==> src/hw/rtl/hmtvn_pkg.sv <==
package hmtvn_pkg;

   // field and datapath widths
   localparam int HGT_W   = 8;
   localparam int DIM_W   = 9;
   localparam int VEC_W   = 19;
   localparam int LEN_W   = 38;
   localparam int RES_W   = 16;
   localparam int DNUM_W  = 24;
   localparam int DDEN_W  = 10;

   // request kinds
   localparam logic REQ_WRITE = 1'b0;
   localparam logic REQ_READ  = 1'b1;

   // register indexes
   localparam logic CSR_GRID_WIDTH = 1'b0;
   localparam logic CSR_GRID_DEPTH = 1'b1;

   // sequencing limits
   localparam logic [3:0] NB_CENTER     = 4'd4;
   localparam logic [3:0] NB_LAST       = 4'd8;
   localparam logic [2:0] FACE_COUNT    = 3'd6;
   localparam logic [1:0] COMP_LAST     = 2'd2;
   localparam logic [3:0] BIT_TOP       = 4'd15;
   localparam logic [4:0] DIV_LAST_STEP = 5'd23;

   // divider jobs
   localparam logic [1:0] DIV_VERT_Y = 2'd0;
   localparam logic [1:0] DIV_TEX_U  = 2'd1;
   localparam logic [1:0] DIV_TEX_V  = 2'd2;

   typedef enum logic [4:0] {
      ST_IDLE,
      ST_DECIDE,
      ST_WRITE,
      ST_RD_ADDR,
      ST_RD_CAP,
      ST_FACE_SEL,
      ST_VEC_LOAD,
      ST_LEN_SQ,
      ST_LEN_ACC,
      ST_MAG,
      ST_TSQ,
      ST_PLO,
      ST_PHI,
      ST_CMP,
      ST_COMP_END,
      ST_DIV_LOAD,
      ST_DIV_STEP,
      ST_DIV_STORE,
      ST_RESP
   } ctl_state_type;

   typedef struct packed {
      logic       latch;
      logic       mem_wr;
      logic       mem_rd;
      logic       nb_cap;
      logic [3:0] nb_idx;
      logic       vec_load;
      logic [2:0] face_idx;
      logic       use_acc;
      logic       len_sq;
      logic       len_acc;
      logic [1:0] comp;
      logic       mag_load;
      logic       tsq;
      logic       plo;
      logic       phi;
      logic       cmp;
      logic [3:0] bit_idx;
      logic       comp_done;
      logic       div_load;
      logic [1:0] div_sel;
      logic       div_step;
      logic       div_store;
      logic       resp;
   } dp_cmd_type;

   typedef struct packed {
      logic       range_err;
      logic       is_write;
      logic [5:0] face_en;
   } dp_status_type;

endpackage

==> src/hw/rtl/hmtvn_ctrl.sv <==
module hmtvn_ctrl (
   input  logic                     clock,
   input  logic                     reset,
   input  logic                     start,
   input  hmtvn_pkg::dp_status_type status,
   output logic                     busy,
   output hmtvn_pkg::dp_cmd_type    cmd
);

   hmtvn_pkg::ctl_state_type state_ff, state_in;
   logic [3:0] fidx_ff, fidx_in;
   logic [2:0] face_ff, face_in;
   logic       final_ff, final_in;
   logic [1:0] comp_ff, comp_in;
   logic [3:0] bit_ff, bit_in;
   logic [1:0] dsel_ff, dsel_in;
   logic [4:0] dcnt_ff, dcnt_in;

   always_ff @(posedge clock) begin
      if (reset) begin
         state_ff <= hmtvn_pkg::ST_IDLE;
         fidx_ff  <= '0;
         face_ff  <= '0;
         final_ff <= 1'b0;
         comp_ff  <= '0;
         bit_ff   <= '0;
         dsel_ff  <= '0;
         dcnt_ff  <= '0;
      end else begin
         state_ff <= state_in;
         fidx_ff  <= fidx_in;
         face_ff  <= face_in;
         final_ff <= final_in;
         comp_ff  <= comp_in;
         bit_ff   <= bit_in;
         dsel_ff  <= dsel_in;
         dcnt_ff  <= dcnt_in;
      end
   end

   // next state and sequencing counters
   always_comb begin
      state_in = state_ff;
      fidx_in  = fidx_ff;
      face_in  = face_ff;
      final_in = final_ff;
      comp_in  = comp_ff;
      bit_in   = bit_ff;
      dsel_in  = dsel_ff;
      dcnt_in  = dcnt_ff;
      unique case (state_ff)
         hmtvn_pkg::ST_IDLE: begin
            if (start) state_in = hmtvn_pkg::ST_DECIDE;
         end
         hmtvn_pkg::ST_DECIDE: begin
            if (status.range_err) begin
               state_in = hmtvn_pkg::ST_RESP;
            end else if (status.is_write) begin
               state_in = hmtvn_pkg::ST_WRITE;
            end else begin
               fidx_in  = '0;
               state_in = hmtvn_pkg::ST_RD_ADDR;
            end
         end
         hmtvn_pkg::ST_WRITE:   state_in = hmtvn_pkg::ST_IDLE;
         hmtvn_pkg::ST_RD_ADDR: state_in = hmtvn_pkg::ST_RD_CAP;
         hmtvn_pkg::ST_RD_CAP: begin
            if (fidx_ff == hmtvn_pkg::NB_LAST) begin
               face_in  = '0;
               final_in = 1'b0;
               state_in = hmtvn_pkg::ST_FACE_SEL;
            end else begin
               fidx_in  = fidx_ff + 4'd1;
               state_in = hmtvn_pkg::ST_RD_ADDR;
            end
         end
         hmtvn_pkg::ST_FACE_SEL: begin
            if (face_ff == hmtvn_pkg::FACE_COUNT) begin
               final_in = 1'b1;
               state_in = hmtvn_pkg::ST_VEC_LOAD;
            end else if (status.face_en[face_ff]) begin
               state_in = hmtvn_pkg::ST_VEC_LOAD;
            end else begin
               face_in = face_ff + 3'd1;
            end
         end
         hmtvn_pkg::ST_VEC_LOAD: begin
            comp_in  = '0;
            state_in = hmtvn_pkg::ST_LEN_SQ;
         end
         hmtvn_pkg::ST_LEN_SQ: state_in = hmtvn_pkg::ST_LEN_ACC;
         hmtvn_pkg::ST_LEN_ACC: begin
            if (comp_ff == hmtvn_pkg::COMP_LAST) begin
               comp_in  = '0;
               state_in = hmtvn_pkg::ST_MAG;
            end else begin
               comp_in  = comp_ff + 2'd1;
               state_in = hmtvn_pkg::ST_LEN_SQ;
            end
         end
         hmtvn_pkg::ST_MAG: begin
            bit_in   = hmtvn_pkg::BIT_TOP;
            state_in = hmtvn_pkg::ST_TSQ;
         end
         hmtvn_pkg::ST_TSQ: state_in = hmtvn_pkg::ST_PLO;
         hmtvn_pkg::ST_PLO: state_in = hmtvn_pkg::ST_PHI;
         hmtvn_pkg::ST_PHI: state_in = hmtvn_pkg::ST_CMP;
         hmtvn_pkg::ST_CMP: begin
            if (bit_ff == 4'd0) begin
               state_in = hmtvn_pkg::ST_COMP_END;
            end else begin
               bit_in   = bit_ff - 4'd1;
               state_in = hmtvn_pkg::ST_TSQ;
            end
         end
         hmtvn_pkg::ST_COMP_END: begin
            if (comp_ff == hmtvn_pkg::COMP_LAST) begin
               if (final_ff) begin
                  dsel_in  = hmtvn_pkg::DIV_VERT_Y;
                  state_in = hmtvn_pkg::ST_DIV_LOAD;
               end else begin
                  face_in  = face_ff + 3'd1;
                  state_in = hmtvn_pkg::ST_FACE_SEL;
               end
            end else begin
               comp_in  = comp_ff + 2'd1;
               state_in = hmtvn_pkg::ST_MAG;
            end
         end
         hmtvn_pkg::ST_DIV_LOAD: begin
            dcnt_in  = '0;
            state_in = hmtvn_pkg::ST_DIV_STEP;
         end
         hmtvn_pkg::ST_DIV_STEP: begin
            if (dcnt_ff == hmtvn_pkg::DIV_LAST_STEP) state_in = hmtvn_pkg::ST_DIV_STORE;
            else dcnt_in = dcnt_ff + 5'd1;
         end
         hmtvn_pkg::ST_DIV_STORE: begin
            if (dsel_ff == hmtvn_pkg::DIV_TEX_V) begin
               state_in = hmtvn_pkg::ST_RESP;
            end else begin
               dsel_in  = dsel_ff + 2'd1;
               state_in = hmtvn_pkg::ST_DIV_LOAD;
            end
         end
         hmtvn_pkg::ST_RESP: state_in = hmtvn_pkg::ST_IDLE;
         default:            state_in = hmtvn_pkg::ST_IDLE;
      endcase
   end

   // commands
   always_comb begin
      cmd          = '0;
      cmd.nb_idx   = fidx_ff;
      cmd.face_idx = face_ff;
      cmd.use_acc  = final_ff;
      cmd.comp     = comp_ff;
      cmd.bit_idx  = bit_ff;
      cmd.div_sel  = dsel_ff;
      unique case (state_ff)
         hmtvn_pkg::ST_IDLE:      cmd.latch = start;
         hmtvn_pkg::ST_WRITE: begin
            cmd.mem_wr = 1'b1;
            cmd.nb_idx = hmtvn_pkg::NB_CENTER;
         end
         hmtvn_pkg::ST_RD_ADDR:   cmd.mem_rd    = 1'b1;
         hmtvn_pkg::ST_RD_CAP:    cmd.nb_cap    = 1'b1;
         hmtvn_pkg::ST_VEC_LOAD:  cmd.vec_load  = 1'b1;
         hmtvn_pkg::ST_LEN_SQ:    cmd.len_sq    = 1'b1;
         hmtvn_pkg::ST_LEN_ACC:   cmd.len_acc   = 1'b1;
         hmtvn_pkg::ST_MAG:       cmd.mag_load  = 1'b1;
         hmtvn_pkg::ST_TSQ:       cmd.tsq       = 1'b1;
         hmtvn_pkg::ST_PLO:       cmd.plo       = 1'b1;
         hmtvn_pkg::ST_PHI:       cmd.phi       = 1'b1;
         hmtvn_pkg::ST_CMP:       cmd.cmp       = 1'b1;
         hmtvn_pkg::ST_COMP_END:  cmd.comp_done = 1'b1;
         hmtvn_pkg::ST_DIV_LOAD:  cmd.div_load  = 1'b1;
         hmtvn_pkg::ST_DIV_STEP:  cmd.div_step  = 1'b1;
         hmtvn_pkg::ST_DIV_STORE: cmd.div_store = 1'b1;
         hmtvn_pkg::ST_RESP:      cmd.resp      = 1'b1;
         default:                 cmd.latch     = 1'b0;
      endcase
   end

   assign busy = state_ff != hmtvn_pkg::ST_IDLE;

endmodule

==> config.mk <==
export PLATFORM = sky130hd
export DESIGN_NAME = hmtvn_ctrl
export DESIGN_NICKNAME = d
export VERILOG_FILES = /design/src/hw/rtl/hmtvn_pkg.sv /design/src/hw/rtl/hmtvn_ctrl.sv
export SDC_FILE = /design/constraint.sdc
export NUM_CORES = 1
export LEC_CHECK = 0
export ABC_AREA = 1
export BUFFER_PORTS_ARGS = -buffer_cell sky130_fd_sc_hd__buf_2
export CAP_MARGIN = 20
export CELL_PAD_IN_SITES_DETAIL_PLACEMENT = 1
export CELL_PAD_IN_SITES_GLOBAL_PLACEMENT = 1
export CORE_ASPECT_RATIO = 0.75
export CORE_UTILIZATION = 34
export CTS_BUF_LIST = sky130_fd_sc_hd__clkbuf_4 sky130_fd_sc_hd__clkbuf_8
export DETAILED_ROUTE_END_ITERATION = 8
export GPL_TIMING_DRIVEN = 0
export HOLD_SLACK_MARGIN = 0.03
export PLACE_DENSITY_LB_ADDON = 0.2
export SLEW_MARGIN = 0
export SYNTH_ARGS = -nofsm -noshare
export SYNTH_HDL_FRONTEND = slang
export SYNTH_SLANG_ARGS = --single-unit
==> constraint.sdc <==
create_clock -name clock -period 1.6 [get_ports clock]
set_clock_uncertainty 0.2 [all_clocks]
set_input_delay 0.32 -clock clock [delete_from_list [all_inputs] [get_ports clock]]
set_output_delay 0.32 -clock clock [all_outputs]
set_load 0.01 [all_outputs]
== After elaboration in Yosys (flattened, before gate mapping) ==
Cells that the tools add are included.

* Bits in latches: 0
* Memory bits (writable): 0
* Bits in read-only memories: 0
* Memories: 0
* Bits in registers: 26

* Shift-type cells: 0
* Divide/modulo/power cells: 0
* Mux-type cells: 57
* Equal/unequal tests: 40
* Multiply operators: 0
* Order comparisons: 1
* Reductions and logical operators: 18
* $add $sub $neg: 6
* Bitwise operators: 0

{| class="wikitable"
|+ Operator list
! operator !! count
|-
| one-hot mux 5 bit (17 select lines) || 1
|-
| == test 5 x 4 -> 1 bit, second input constant || 8
|-
| two-way mux 5 bit || 8
|-
| != test 2 bit, second input constant || 16
|-
| two-way mux 4 bit || 7
|-
| two-way mux 1 bit || 21
|-
| two-way mux 3 bit || 7
|-
| == test 5 x 3 -> 1 bit, second input constant || 4
|-
| == test 5 bit, second input constant || 4
|-
| one-hot mux 4 bit (2 select lines) || 2
|-
| == test 5 x 2 -> 1 bit, second input constant || 2
|-
| two-way mux 2 bit || 5
|-
| one-hot mux 5 bit (2 select lines) || 1
|-
| nonzero test 2 bit || 5
|-
| one-hot mux 3 bit (3 select lines) || 1
|-
| AND reduction 4 bit || 2
|-
| one-hot mux 2 bit (3 select lines) || 1
|-
| AND reduction 2 bit || 3
|-
| AND reduction 3 bit || 2
|-
| AND reduction 6 bit || 1
|-
| nonzero test 3 bit || 2
|-
| adder 5 x 1 -> 5 bit, second input constant || 1
|-
| == test 5 x 1 -> 1 bit, second input constant || 1
|-
| logical NOT 5 bit || 1
|-
| other kinds (14) || 16
|}

== Longest topological paths before layout ==
Gate-level depths: netlist of the first run.

* Word-level depth: 5
* Depth in mapped cells: 11

== Worst setup path before layout of the first run ==
Ideal clock, no wire load.

* Kind: register to output
* Start point: reg state_ff[1]
* End point: out cmd[25] (netlist name)
* Data arrival time: 1.198 ns
* Data required time: 1.080 ns
* Stages on the path, launching flop included: 8
* Path buffers: 0
* Setup slack: -0.118 ns
* Cells stage by stage: dfxtp_1 -> nand2_1 -> inv_1 -> nand2_1 -> nor2_1 -> inv_1 -> nand2_1 -> inv_1

{| class="wikitable"
|+ RTL lines
! element !! line !! source
|-
| start: declaration || hmtvn_ctrl.sv:10 || <nowiki>hmtvn_pkg::ctl_state_type state_ff, state_in;</nowiki>
|-
| start signal: assignment || hmtvn_ctrl.sv:21 || <nowiki>state_ff <= hmtvn_pkg::ST_IDLE;</nowiki>
|-
| start signal: assignment || hmtvn_ctrl.sv:30 || <nowiki>state_ff <= state_in;</nowiki>
|-
| end: declaration || hmtvn_ctrl.sv:7 || <nowiki>output hmtvn_pkg::dp_cmd_type cmd</nowiki>
|}

==> impl_metrics.tcl, run 1 <==
set metrics [dict create \
    worstMarginPinSlew_ns 0.790 \
    cts_tree "done" \
    power_mw 3.26 \
    postSynthAreaPerCell_um2 6.37 \
    ir_worst_vdd_mv 0.433 \
    maxCapViolCount 0 \
    cpPeakStageDelay_ns 0.40 \
    antenna_found_initial 0 \
    cts_buffers 3 \
    power_density_nw_per_um2 966 \
    synth_area_um2 1890 \
    fillers 639 \
    p_leak_nw 1.63 \
    die_x_um 88.0 \
    ff_latch_area_um2 548 \
    fin_area_um2 3370 \
    drt_iter0_markers 190 \
    ios 45 \
    wl_um 10500 \
    start_util_pct 35.2 \
    grt_use_total_pct 26.9 \
    final_util_pct 62.9 \
    dieArea_um2 5850 \
    worst_ep_arrival_time_ns 1.45 \
    drt-pass1-iter-count 5 \
    synth_edf_count 0 \
    crit_path_cell_trace "nor2_4 > buf_12 > nand3_4 > nor2_2 > buf_2" \
    synth_seq_cells 26 \
    fin_cells 474 \
    fin_crit_sh_pct 123 \
    worstSetupPathType "register to output port" \
    min_from "reset" \
    hp-class "primary input to register" \
    violations "setup timing" \
    synth_seq_area_share_pct 27.6 \
    via_per_inst 5.49 \
    yosys_warnings 0 \
    setup-violations-final 48 \
    io_buffers 43 \
    clk_pin_slew_ns 0.12 \
    cts-root-buf "clkbuf_8" \
    dpl.cell_count 414 \
    drive_above_1_share_pct 54.6 \
    multi_input_area_um2 1580 \
    grt-ovfl-total 0 \
    cp_top_family "simple AND/OR/NAND/NOR gates" \
    startpoint_type "register" \
    worstReg2RegEnd "state_ff[1]$_SDFFE_PP0P_" \
    ant_nets 0 \
    drt-wirelength-per-cell_um 22.1 \
    drc 0 \
    core-area_um2 5350 \
    synth_cell_types 31 \
    synth_top_flop_cell "dfxtp_1" \
    clock_latency_ns 0.30 \
    status "finished, violations left" \
    cts.path.max_buffers 2 \
    timing.critical_path.buf_inv 2 \
    die_h_um 66.5 \
    critPathCaptureType "output port" \
    r2r_cells 10 \
    grt_pass1_wl_um 11700 \
    period_minus_slack_ns 1.97 \
    row_count 23 \
    finalHoldViolations 0 \
    max_freq_mhz 508 \
    crit_slowest_cell "dfxtp_4" \
    synth_cells 296 \
    grt_max_degree 16 \
    placed_area_um2 2210 \
    syn_nets 318 \
    r2r-start "state_ff[3]$_SDFFE_PP0P_" \
    place_hpwl_um 4210 \
    ctsHoldBuffers 0 \
    htree_levels 1 \
    crit_fanout 6 \
    fin_ws_ns -0.368 \
    rsz0062_at_grt "true" \
    rrSetupSlack_ns -0.36 \
    finalNetCount 422 \
    slew-limit-headroom_pct 47.3 \
    grt_pass1_vias 2322 \
    antenna_cells 0 \
    vias 2604 \
    cp_data_required_time_ns 1.08 \
    async_reset_ff_share_pct 0 \
    slew_viol_final 0 \
    gp_congestion 0.804 \
    cts.sinks 26 \
    holdPathEnd "bit_ff[2]$_SDFFE_PP0P_" \
    synthToLayoutAreaGrowth_pct 78.7 \
    hold_path_depth 2 \
]
-- registers in the layout, indices dropped and copies added, names as in the netlist --
| signal | count |
|---|---|
| dcnt_ff | 5 |
| state_ff | 5 |
| bit_ff | 4 |
| fidx_ff | 4 |
| face_ff | 3 |
| comp_ff | 2 |
| dsel_ff | 2 |
| final_ff | 1 |
-- layout make-up --
class | instances | share of cell area (%)
repair buffers | 99 | 24.1
plain buffers | 3 | 0.557
flip-flops and latches | 26 | 16.3
well taps | 75 | 2.78
multi-input cells | 210 | 46.9
clock inverters | 1 | 0.891
clock buffers | 3 | 1.23
inverters | 57 | 7.32
-- worst max path at each step --
stage / start / endpoint / slack (ns) / cells past startpoint
global route: state_ff[3]$_SDFFE_PP0P_ / state_ff[1]$_SDFFE_PP0P_ / -0.40 / 10
floorplan: state_ff[1]$_SDFFE_PP0P_ / cmd[25] / 0.01 / 7
CTS: state_ff[3]$_SDFFE_PP0P_ / cmd[26] / -0.26 / 7
finish: state_ff[3]$_SDFFE_PP0P_ / cmd[32] / -0.37 / 5
detailed placement: state_ff[0]$_SDFFE_PP0P_ / fidx_ff[1]$_SDFFE_PP0P_ / -0.28 / 9
global placement: state_ff[4]$_SDFFE_PP0P_ / fidx_ff[2]$_SDFFE_PP0P_ / -0.27 / 9
-- where the power goes --
group          switching (mW)  internal [mW]  leakage, nW
Combinational            1.05          0.740         1.38
Clock                   0.265          0.336       0.0357
Sequential              0.138          0.723        0.217
Total                    1.46           1.80         1.63
-- placed cells by master (no fill, tap or decap), drive strengths merged --
cell      n
clkbuf    4
bufinv    1
a211oi    2
xor2      5
nand2    67
ha       11
nand3    29
a21oi    23
buf     101
inv      57
nor3      2
o21ai    11
a22o      1
nand4     1
dfxtp    26
o21a      1
o221ai    1
nor2     48
o22ai     1
a21boi    1
a31oi     4
or2       2
-- layer usage --
metal | global-route usage [%] | wire length (µm) | vias to the layer above
li1 | - | - | 1145
met1 | 32.2 | 4320 | 1275
met2 | 48.7 | 4980 | 135
met3 | 4.96 | 623 | 49
met4 | 7.79 | 535 | 0
met5 | 0 | 0 | -
-- Yosys cell counts, drive strengths merged, types with 2 or more instances --
cell | number | share of area (%)
a31oi | 4 | 1.3
inv | 57 | 11
buf | 2 | 0.80
nor3 | 2 | 0.53
xor2 | 5 | 2.3
a21oi | 23 | 6.1
dfxtp | 26 | 28
a211oi | 2 | 0.80
or2 | 2 | 0.66
nand2 | 67 | 14
o21ai | 11 | 2.9
ha | 11 | 7.3
nand3 | 29 | 8.9
nor2 | 48 | 12
-- worst reg2reg max path: cells and delay by family (launching register included) --
kind	cells	cell delay, ns
AND/OR/NAND/NOR	8	0.99
flip-flops	1	0.43
buffers and inverters	2	0.27
-- cells by family after synthesis --
group | share of synthesized area (%)
AND/OR/NAND/NOR | 37.0
adder cells (fa/ha/maj) | 7.30
XOR/XNOR | 2.32
buffers and inverters | 12.5
AO/OA/AOI/OAI | 13.3
flip-flops | 27.6
-- what timing repair did --
| action | 4_1_cts | 5_1_grt |
|---|---|---|
| setup buffers | 40 | 19 |
| endpoints found under the setup margin | 46 | 47 |
| resized for setup | 101 | 83 |
| pin swaps | 24 | 33 |
-- per-stage QoR --
| stage | worst slack (ns) | setup TNS [ns] | hold slack, ns |
|---|---|---|---|
| final | -0.368 | -11.39 | 0.0640 |
| after global routing | -0.397 | -13.07 | 0.0674 |
| after CTS | -0.255 | -6.36 | 0.0536 |
| after detailed placement | -0.279 | -5.31 | 0.280 |
| after global placement | -0.265 | -4.79 | 0.270 |
| after floorplan | 0.0132 | 0 | 0.250 |
Note: power is estimated with default switching activity, not from simulation.
==> run 2: changes to the inputs <==
--- a/config.mk
+++ b/config.mk
@@ -10,11 +10,10 @@
 export CAP_MARGIN = 20
 export CELL_PAD_IN_SITES_DETAIL_PLACEMENT = 1
 export CELL_PAD_IN_SITES_GLOBAL_PLACEMENT = 1
-export CORE_ASPECT_RATIO = 0.75
+export CORE_ASPECT_RATIO = 1.5
 export CORE_UTILIZATION = 34
 export CTS_BUF_LIST = sky130_fd_sc_hd__clkbuf_4 sky130_fd_sc_hd__clkbuf_8
 export DETAILED_ROUTE_END_ITERATION = 8
-export GPL_TIMING_DRIVEN = 0
 export HOLD_SLACK_MARGIN = 0.03
 export PLACE_DENSITY_LB_ADDON = 0.2
 export SLEW_MARGIN = 0
==> run 2 against run 1 <==
Compared with the run above:
- the flow still finishes with violations (setup timing)
- critical endpoint is now state_ff[0]$_SDFFE_PP0P_
- sequential power is 5.6% lower
- total power is 1.0% lower
- non-clock buffer count is 34 higher
==> impl_metrics.tcl, run 2 (same netlist as run 1, synthesis figures left out) <==
set metrics [dict create \
    drt_iter0_markers 165 \
    grt_max_degree 15 \
    final_util_pct 67.9 \
    cts_buffers 3 \
    gp_congestion 0.947 \
    maxCapViolCount 0 \
    die_x_um 62.8 \
    wl_um 12100 \
    htree_levels 1 \
    core-area_um2 5250 \
    slew-limit-headroom_pct 66.7 \
    multi_input_area_um2 1520 \
    ctsHoldBuffers 0 \
    crit_fanout 5 \
    antenna_cells 0 \
    min_from "reset" \
    hp-class "primary input to register" \
    violations "setup timing" \
    placed_area_um2 2600 \
    fin_crit_sh_pct 128 \
    dieArea_um2 5850 \
    cp_data_required_time_ns 1.60 \
    clock_latency_ns 0.30 \
    vias 2780 \
    layout_common_cells "buf_4 (64), nand2_1 (42), buf_6 (36)" \
    timing.hold.ws_ns 0.175 \
    critPathCaptureType "register" \
    max_freq_mhz 486 \
    grt_pass1_vias 2870 \
    clk_pin_slew_ns 0.10 \
    finalNetCount 456 \
    final_common_cell "buf_4" \
    ant_nets 0 \
    via_per_inst 5.55 \
    cts.path.max_buffers 2 \
    grt_use_total_pct 32.0 \
    r2r-start "state_ff[0]$_SDFFE_PP0P_" \
    cts.sinks 26 \
    ff_latch_area_um2 544 \
    worst_ep_arrival_time_ns 2.06 \
    p_leak_nw 1.84 \
    setup-violations-final 48 \
    drc 0 \
    ir_worst_vdd_mv 0.652 \
    place_hpwl_um 5200 \
    period_minus_slack_ns 2.06 \
    cts_tree "done" \
    worstSetupPathType "register to register" \
    grt-ovfl-total 0 \
    row_count 32 \
    antenna_found_initial 0 \
    top_regs "dcnt_ff: 5 flops, state_ff: 5 flops" \
    startpoint_type "register" \
    grt_pass1_wl_um 14300 \
    rsz0062_at_grt "true" \
    worstMarginPinSlew_ns 0.499 \
    io_buffers 44 \
    ios 45 \
    fin_ws_ns -0.456 \
    drive_above_1_share_pct 58.0 \
    drt-pass1-iter-count 4 \
    crit_start "state_ff[0]$_SDFFE_PP0P_" \
    synthToLayoutAreaGrowth_pct 88.9 \
    die_h_um 93.2 \
    finalHoldViolations 0 \
    status "finished, violations left" \
    slew_viol_final 0 \
    fin_area_um2 3560 \
    start_util_pct 35.9 \
    cts-root-buf "clkbuf_8" \
    drt-wirelength-per-cell_um 24.1 \
    fillers 626 \
    power_mw 3.22 \
    power_density_nw_per_um2 905 \
]
-- run 2: area by class of cell --
cell class                 instances  share of cell area, %
sequential                        26                   15.3
clock buffer                       4                   1.55
inverter                          57                   6.57
multi-input combinational        210                   42.6
timing repair buffer             136                   31.6
tap                               68                   2.39
-- run 2: final timing paths --
| path | to | slack [ns] | cells after the start |
|---|---|---|---|
| setup / recovery | state_ff[0]$_SDFFE_PP0P_ | -0.46 | 8 |
| hold / removal | state_ff[1]$_SDFFE_PP0P_ | 0.18 | 2 |
| setup reg to reg | state_ff[0]$_SDFFE_PP0P_ | -0.46 | 8 |
| hold reg to reg | dcnt_ff[3]$_SDFFE_PP0P_ | 0.33 | 2 |
-- run 2: what timing repair did --
| item | in CTS | in global routing |
|---|---|---|
| buffers inserted | 25 | 18 |
| pin swaps | 29 | 31 |
| resized for setup | 98 | 73 |
| gates cloned | 0 | 0 |
| endpoints found under the setup margin | 47 | 48 |
-- run 2: where the power goes --
part           switching (mW)  internal (mW)
logic                    1.10          0.827
clock network           0.266          0.222
registers              0.0929          0.719
-- run 2: through the flow --
stage	worst slack [ns]	cells	TNS, ns
finish	-0.456	501	-13.96
global route	-0.510	501	-15.25
CTS	-0.242	484	-6.02
detailed placement	-0.189	455	-4.01
global placement	-0.141	455	-2.06
floorplan	0.0132	296	0
-- run 2: critical path, cell delays in order (launching register included) --
cell and delay, ns:
dfxtp_4 0.40, inv_4 0.05, nor2_2 0.23, buf_4 0.19
nand2_1 0.19, nor2_1 0.19, nand3_1 0.15, a21boi_1 0.18
nor2_1 0.18
-- run 2: per-layer routing --
metal  part of all wire, %  vias up  track usage (%)
li1                      -     1204                -
met1                    32     1345             28.6
met2                    53      142             65.5
met3                   5.2       89             4.02
met4                   9.7        0             20.3
met5                     0        -                0
